File: src/hdl/plti_pkg.sv
package plti_pkg;

  localparam int WL_W  = 16;
  localparam int VAL_W = 18;
  localparam int QUO_W = 36;
  localparam int DSR_W = 16;

  localparam logic signed [VAL_W-1:0] VAL_MAX = 18'sd131071;
  localparam logic signed [VAL_W-1:0] VAL_MIN = -18'sd131072;
  localparam logic signed [VAL_W-1:0] VAL_ONE = 18'sd65536;

  localparam logic OP_LOAD  = 1'b0;
  localparam logic OP_QUERY = 1'b1;

  localparam logic CFG_POINT_COUNT = 1'b0;
  localparam logic CFG_LIMIT_MODE  = 1'b1;

  typedef enum logic [2:0] {
    S_IDLE,
    S_READ,
    S_CHECK,
    S_MUL,
    S_FEED,
    S_DIV,
    S_WAIT
  } state_t;

  // Word that travels down the divider chain, one cell per cycle.
  typedef struct packed {
    logic              valid;
    logic [DSR_W-1:0]  rem;
    logic [QUO_W-1:0]  dvd;
    logic [DSR_W-1:0]  dsr;
    logic              neg;
    logic              direct;
    logic              ext;
    logic [VAL_W-1:0]  y0;
  } div_word_t;

endpackage

File: src/hdl/plti_div_cell.sv
module plti_div_cell
  import plti_pkg::*;
(
  input  logic      clk,
  input  logic      rst,
  input  div_word_t din,
  output div_word_t dout
);

  // One restoring step: shift in the next dividend bit, subtract if it fits.
  logic [DSR_W:0]   trial;
  logic             fits;
  logic [DSR_W-1:0] rem_next;

  always_comb begin
    trial    = {din.rem, din.dvd[QUO_W-1]};
    fits     = trial >= {1'b0, din.dsr};
    rem_next = fits ? DSR_W'(trial - {1'b0, din.dsr}) : trial[DSR_W-1:0];
  end

  always_ff @(posedge clk) begin
    if (rst) begin
      dout.valid <= 1'b0;
    end else begin
      dout.valid <= din.valid;
    end
    dout.rem    <= rem_next;
    dout.dvd    <= {din.dvd[QUO_W-2:0], fits};
    dout.dsr    <= din.dsr;
    dout.neg    <= din.neg;
    dout.direct <= din.direct;
    dout.ext    <= din.ext;
    dout.y0     <= din.y0;
  end

endmodule

File: config.mk
export PLATFORM = sky130hd
export DESIGN_NAME = plti_div_cell
export DESIGN_NICKNAME = d
export VERILOG_FILES = /design/src/hdl/plti_pkg.sv /design/src/hdl/plti_div_cell.sv
export SDC_FILE = /design/constraint.sdc
export NUM_CORES = 1
export LEC_CHECK = 0
export CAP_MARGIN = 20
export CORE_MARGIN = 10
export CORE_UTILIZATION = 60
export CTS_CLUSTER_DIAMETER = 80
export DETAILED_ROUTE_END_ITERATION = 10
export DONT_BUFFER_PORTS = 1
export GPL_ROUTABILITY_DRIVEN = 0
export GPL_TIMING_DRIVEN = 0
export MAX_ROUTING_LAYER = met4
export PLACE_DENSITY = 0.76
export SETUP_SLACK_MARGIN = 0.5
export SLEW_MARGIN = 10
export SYNTH_ARGS = -nofsm -noshare
export SYNTH_HDL_FRONTEND = slang
export SYNTH_SLANG_ARGS = --single-unit
File: constraint.sdc
create_clock -name clk -period 3.35 [get_ports clk]
set_input_delay 0.1675 -clock clk [delete_from_list [all_inputs] [get_ports clk]]
set_output_delay 0.1675 -clock clk [all_outputs]
set_load 0.02 [all_outputs]
# Word-level counts from Yosys, hierarchy flattened
# Cells that the tools add are included.
# word_totals
regBits,90
in_bits,92
wordCells,11
# classes
add_sub_neg,1
magnitude_cmp,1
muxes,1
# op_table
op,count
17-bit by 16-bit >= comparator with 1-bit output,1
16-bit 2-to-1 mux,1
16-bit subtractor,1

# Depth between registers and ports, before layout
# Gate-level depths: netlist of the first run.
# logic_depth
depth_word,2
mapped_depth,12
depth_no_buf,9

# Least setup slack after synthesis of the first run
# No wires, ideal clock.
# synth_path
path_type,in2reg
startpoint,input din[33] (netlist bit)
endpoint,register dout[75] (netlist bit)
setup_ns,0.121
t_arrival_ns,2.319
setup_slack_ns,0.909
path_stages,12
path_buffers,4
path_cell_list,inv_1 > ha_1 > buf_6 > and2_4 > buf_6 > a221o_1 > a221oi_4 > and2_1 > buf_6 > inv_4 > buf_12 > mux2_4
# synth_via
elab_chain_len,2
# synth_rtl
item,line_no,source
start: declaration,plti_div_cell.sv:6,"input div_word_t din,"
17-bit by 16-bit >= comparator with 1-bit output,plti_div_cell.sv:17,"fits = trial >= {1'b0, din.dsr};"
net fits,plti_div_cell.sv:12,logic fits;
16-bit 2-to-1 mux,plti_div_cell.sv:18,"rem_next = fits ? DSR_W'(trial - {1'b0, din.dsr}) : trial[DSR_W-1:0];"
net rem_next[2],plti_div_cell.sv:13,logic [DSR_W-1:0] rem_next;
end: declaration,plti_div_cell.sv:7,output div_word_t dout
# The timed path passes the listed nets, and every way through them passes these cells.
# A chain may end at the register's enable or synchronous reset.

# Worst setup path after layout of the first run
# layout_path
startpoint,input din[31] (netlist bit)
endpoint,register dout[78] (netlist bit)
# The elaborated chain is that of the path after synthesis.

==> results of run 1 <==
## cells in the mapped netlist (4+ instances only)
master / instances
xor2_1: 4
nor2_1: 11
o21ai_0: 9
a21o_1: 5
o31ai_1: 5
xnor2_1: 5
o21a_1: 6
nand3_1: 7
dfxtp_1: 90
inv_1: 20
mux2_4: 8
nand2_1: 4
ha_1: 16
## final timing paths
path | cells past startpoint | to
max | 11 | dout[78]
min | 2 | dout[73]
## cells in the final DEF, fill, tap and decap left out, types with 2 or more instances in the layout
| master | count |
|---|---|
| a211o_1 | 3 |
| a211oi_1 | 3 |
| a21boi_0 | 3 |
| a21o_1 | 5 |
| a21oi_1 | 3 |
| and2_1 | 3 |
| and3_1 | 3 |
| and3b_1 | 2 |
| buf_6 | 3 |
| clkbuf_8 | 10 |
| clkinvlp_4 | 2 |
| dfxtp_1 | 90 |
| dlygate4sd3_1 | 90 |
| ha_1 | 16 |
| inv_1 | 20 |
| inv_6 | 2 |
| mux2_4 | 8 |
| nand2_1 | 4 |
| nand2b_1 | 2 |
| nand3_1 | 7 |
| nand4_1 | 2 |
| nor2_1 | 11 |
| nor2b_1 | 2 |
| nor3_1 | 2 |
| o211a_1 | 2 |
| o211ai_1 | 2 |
| o21a_1 | 6 |
| o21ai_0 | 9 |
| o31ai_1 | 5 |
| xnor2_1 | 5 |
| xor2_1 | 4 |
## what timing repair did
action,CTS,global route
endpoints found under the hold margin,89,0
hold buffers,90,0
gates resized for setup,0,0
## layer usage
metal | share of wire, % | vias up | wire length (um)
met2 | 52 | 123 | 5514
met4 | 2.1 | 0 | 223
met5 | 0 | - | 0
met3 | 7.1 | 15 | 742
li1 | - | 1041 | -
met1 | 38 | 1053 | 4029
## metrics by stage
step | instances | utilization (%)
floorplan | 243 | -
global placement | 310 | 64.10
detailed placement | 310 | 64.10
CTS | 415 | 86.59
global route | 415 | 86.59
finish | 415 | 86.59
## cell type report
class	instances	area share, %
clock inverter	5	0.9058
sequential	90	43.48
timing repair buffer	90	21.74
multi-input combinational	127	25.18
inverter	21	1.963
clock buffer	10	3.321
tap	67	2.023
buffer	5	1.389
## where the power goes
part           total [mW]  switching (mW)  internal, mW
registers            1.32           0.161          1.16
logic               0.332           0.143         0.190
clock network       0.680           0.390         0.290
total                2.33           0.694          1.64
## cells by family after synthesis
logic type	count (synthesis)
compound gates	51
xor+xnor	9
fa+ha+maj	17
buf+inv	26
flops	90
mux	10
simple gates	40
==> impl_metrics.json, run 1 <==
{
  "n_fill_cell": 208,
  "grt_busiest_layer": "met2",
  "grt_max_degree": 16,
  "fin_setup_tns_ns": 0,
  "regArea_mm2": 0.001802,
  "synth-compound-area-share_pct": 13.12,
  "synthAdderAreaFrac_pct": 7.379,
  "antenna_found_initial": 0,
  "avgSynthCellArea_um2": 12.28,
  "maxCapViolations": 0,
  "grt_pass1_wl_mm": 15.70,
  "synthCells": 243,
  "crit_path_end_kind": "flip-flop",
  "post_cts_buffers": 0,
  "cts_inserted_buffers": 9,
  "viasPerCell": 5.378,
  "min_period_over_period_pct": 72.73,
  "cts_buffer_depth": 2,
  "synth_ff_type": "dfxtp_1",
  "boundaryPins": 182,
  "synth_simple_gate_area_share_pct": 7.086,
  "cp_max_fo": 10,
  "cp_top_family": "compound AO/OA/AOI/OAI gates",
  "path_clk_slew_ns": 0.09,
  "p_leak_nw": 1.870,
  "crit_buf_inv": 4,
  "die_x_um": 90.53,
  "synthToLayoutAreaGrowth_pct": 38.87,
  "fin_ws_ns": 0.9136,
  "layout-drive-gt1-share_pct": 9.770,
  "wirelength_mm": 10.51,
  "netlist_area_mm2": 0.002984,
  "use_met3_pct": 5.985,
  "grt.total_usage_pct": 25.78,
  "met2_usage_pct": 44.83,
  "port-buffer-count": 0,
  "rsz0062_at_grt": "no",
  "synth_xor_area_share_pct": 2.642,
  "synth_area_leaders": "dfxtp_1 60%, ha_1 6.7%, mux2_4 4.0%, inv_1 2.5%, o21ai_0 1.5%",
  "synth_top_family_by_area": "compound AO/OA/AOI/OAI gates",
  "n_antenna_cell": 0,
  "powerDensity_mw_per_mm2": 562.7,
  "reg.largest.list": "dout x90",
  "worstHoldStart": "din[21]",
  "postLayoutCellArea_mm2": 0.004144,
  "crit_arrival_ns": 2.67,
  "cts.sinks": 90,
  "start_util_pct": 62.35,
  "drc": 0,
  "htree_levels": 3,
  "row_count": 25,
  "synth-seq-area-share_pct": 60.38,
  "nets": 453,
  "tritoncts": "done",
  "timing.hold.ws_ns": 0.07959,
  "cpMaxStageDelayCell": "a221oi_4",
  "wl_per_cell_um": 25.32,
  "max_stage_delay_ns": 0.46,
  "fmax_mhz": 410.4,
  "slew_headroom_pct": 58.41,
  "ant_nets": 0,
  "async_flop_share_pct": 0,
  "regMostFlops": "dout",
  "vias": 2232,
  "drt_first_iter_violations": 75,
  "post-dp-hpwl_mm": 6.205,
  "largest_register_ffs": 90,
  "worstSetupPathType": "in -> reg",
  "grt.overflow.total": 0,
  "synth-edff-count": 0,
  "dpl-instance-area_mm2": 0.003068,
  "synth_cell_types": 45,
  "outcome": "complete, no violations",
  "path_cells": "inv_1 > ha_1 > a21oi_1 > o21ai_2 > a221o_1 > a221oi_4 > and2_1 > buf_6 > inv_4 > buf_12 > mux2_4",
  "chipHeight_um": 90.53,
  "startpoint_type": "input port",
  "die_area_mm2": 0.008195,
  "dp_slack_ns": 0.6787,
  "drv_slew": 0,
  "syn_nets": 352,
  "synth_mux_area_share_pct": 4.738,
  "grt_pass1_vias": 2346,
  "multiInputGateArea_mm2": 0.001044,
  "setup_viol": 0,
  "required_ns": 3.58,
  "p_total_mw": 2.332,
  "worst_pin_slew_ns": 0.6233,
  "synth.top_cell.area_share_pct": 60.38,
  "startpoint": "din[31]",
  "dr.pass1.iters": 4,
  "min_path_type": "in -> reg",
  "clockRootBuffer": "clkbuf_8",
  "yosysTopAreaCell": "dfxtp_1",
  "ys_ff_latch": 90,
  "core_area_mm2": 0.004786,
  "period_minus_slack_ns": 2.436,
  "finalHoldViolations": 0,
  "peakVddDrop_mv": 0.2839,
  "grt_use_met1_pct": 28.39,
  "ys_warn_count": 0
}
Note: power is estimated with default switching activity, not from simulation.
==> inputs of run 2 (changes only) <==
Settings changed: ABC_AREA set to 1.
Clock period 3.35 ns to 2.4 ns, I/O delays scaled along.
==> run 2 against run 1 <==
Total power is 52% higher. Highest routed layer unchanged. Via count rose by 38%. Sequential power grew 39%. Die area increased by 3.7%. Critical path depth up 2.
==> impl_metrics.json, run 2 <==
{
  "outcome": "complete, no violations",
  "synthCells": 361,
  "htree_levels": 3,
  "synth_cell_types": 22,
  "port-buffer-count": 0,
  "grt.overflow.total": 0,
  "grt_pass1_vias": 3047,
  "peakVddDrop_mv": 0.4242,
  "synth_area_leaders": "dfxtp_1 58%, nand2_1 14%, inv_1 7.3%, ha_1 6.4%, nand3_1 2.7%",
  "worstSetupPathType": "in -> reg",
  "reg.largest.list": "dout x90",
  "async_flop_share_pct": 0,
  "core_area_mm2": 0.005075,
  "period_minus_slack_ns": 1.854,
  "die_x_um": 92.21,
  "synth-edff-count": 0,
  "cts_buffer_depth": 2,
  "netlist_area_mm2": 0.003128,
  "startpoint_type": "input port",
  "path_cells": "dlygate4sd3_1 > inv_1 > ha_1 > nand2_1 > nor2_1 > nand3_1 > nor2_1 > nor2_1 > nand2_2 > inv_1 > buf_6 > nand2_1 > nand2_1",
  "timing.hold.ws_ns": 0.1072,
  "die_area_mm2": 0.008502,
  "ant_nets": 0,
  "regMostFlops": "dout",
  "synth_most_common_cell": "nand2_1",
  "avgSynthCellArea_um2": 8.665,
  "required_ns": 2.65,
  "min_path_type": "in -> reg",
  "crit_arrival_ns": 2.10,
  "grt_pass1_wl_mm": 19.67,
  "row_count": 26,
  "ys_ff_latch": 90,
  "synth-seq-area-share_pct": 57.60,
  "nets": 571,
  "vias": 3082,
  "p_leak_nw": 2.186,
  "largest_register_ffs": 90,
  "min_period_over_period_pct": 77.25,
  "post-dp-hpwl_mm": 7.080,
  "worst_pin_slew_ns": 0.3163,
  "mostFrequentLayoutCell": "nand2_1",
  "chipHeight_um": 92.21,
  "yosysTopAreaCell": "dfxtp_1",
  "wl_per_cell_um": 24.80,
  "path_clk_slew_ns": 0.09,
  "cp_top_family": "buffers and inverters",
  "ys_warn_count": 0,
  "fin_setup_tns_ns": 0,
  "maxCapViolations": 0,
  "layout-drive-gt1-share_pct": 6.424,
  "cp_max_fo": 10,
  "clockRootBuffer": "clkbuf_8",
  "synth_common_cells": "120 x nand2_1, 90 x dfxtp_1, 61 x inv_1, 17 x nand3_1, 17 x nor2_1",
  "rsz0062_at_grt": "no",
  "grt_max_degree": 17,
  "finalHoldViolations": 0,
  "final_cell_mix": "119 x nand2_1, 90 x dfxtp_1, 90 x dlygate4sd3_1",
  "drv_slew": 0,
  "setup_viol": 0,
  "powerDensity_mw_per_mm2": 811.1,
  "wirelength_mm": 13.39,
  "synthToLayoutAreaGrowth_pct": 39.48,
  "max_stage_delay_ns": 0.53,
  "post_cts_buffers": 0,
  "tritoncts": "done",
  "fmax_mhz": 539.4,
  "synth_ff_type": "dfxtp_1",
  "drt_first_iter_violations": 430,
  "grt.total_usage_pct": 31.47,
  "drc": 0,
  "crit_path_end_kind": "flip-flop",
  "viasPerCell": 5.707,
  "cts.sinks": 90,
  "slew_headroom_pct": 78.89,
  "dr.pass1.iters": 6,
  "crit_buf_inv": 4,
  "syn_nets": 470,
  "cts_inserted_buffers": 9,
  "start_util_pct": 61.64,
  "synth.top_cell.area_share_pct": 57.60,
  "boundaryPins": 182,
  "cpMaxStageDelayCell": "dlygate4sd3_1",
  "antenna_found_initial": 1
}
==> run 2: cell count changes in the layout (fill, tap and decap cells not counted), moves of 7 or more <==
cell / change
nand2_1: +115
o21ai_0: -7
nand3_1: +10
mux2_4: -8
inv_1: +41
==> run 2: through the flow <==
step	total power, mW	worst slack [ns]	area (um2)	instances	util (%)
after global placement	2.183	0.7453	3216	431	63.36
after detailed placement	2.191	0.7204	3216	431	63.36
after CTS	3.408	0.6074	4339	537	85.50
after floorplan	2.097	0.9339	3128	361	-
after global routing	3.652	0.4800	4358	538	85.87
final	3.539	0.5460	4363	540	85.97
==> run 2: cells by family after synthesis <==
family / after synthesis / share of synthesized area [%]
and+or+nand+nor: 172 / 23.00
DFF: 90 / 57.60
buffers and inverters: 64 / 8.680
adders and majority gates: 17 / 7.040
AOI/OAI and AO/OA: 12 / 2.000
xor gates and xnor gates: 6 / 1.680
==> run 2: final timing paths <==
| check | end | depth (start not counted) | start | slack (ns) |
|---|---|---|---|---|
| setup / recovery | dout[78] | 13 | din[72] | 0.55 |
| hold / removal | dout[88] | 4 | din[87] | 0.11 |
==> run 2: worst min-delay path, cell delays in order <==
cell and delay (ns):
ha_1 0.13, nand2_1 0.06, nand3_1 0.07, nand2_1 0.04
==> run 2: routing by layer <==
| metal | GRT usage (%) | vias to the layer above | wire [um] |
|---|---|---|---|
| met2 | 51.53 | 322 | 6418 |
| met3 | 10.19 | 71 | 1427 |
| met5 | - | - | 0 |
| met1 | 34.75 | 1391 | 4900 |
| li1 | - | 1298 | - |
| met4 | 12.60 | 0 | 643 |
==> run 2: cell type report <==
class                      instances  area, um2
sequential                        90       1802
multi-input combinational        207       1071
timing repair buffer              90      900.9
fill                             249      711.9
inverter                          61      229.0
clock buffer                       9      123.9
clock inverter                     7      98.84
tap                               70      87.58
buffer                             3      42.54
antenna                            3      7.507
==> run 2: repair_timing <==
| item | CTS | global route |
|---|---|---|
| hold endpoints to repair | 89 | 0 |
| resized for setup | 0 | 4 |
| endpoints found under the setup margin | 0 | 4 |
| hold buffers | 90 | 0 |
==> run 2: power breakdown <==
group	total (mW)	switching (mW)	internal [mW]
combinational	0.517	0.288	0.229
clock	1.18	0.584	0.596
sequential	1.84	0.227	1.61
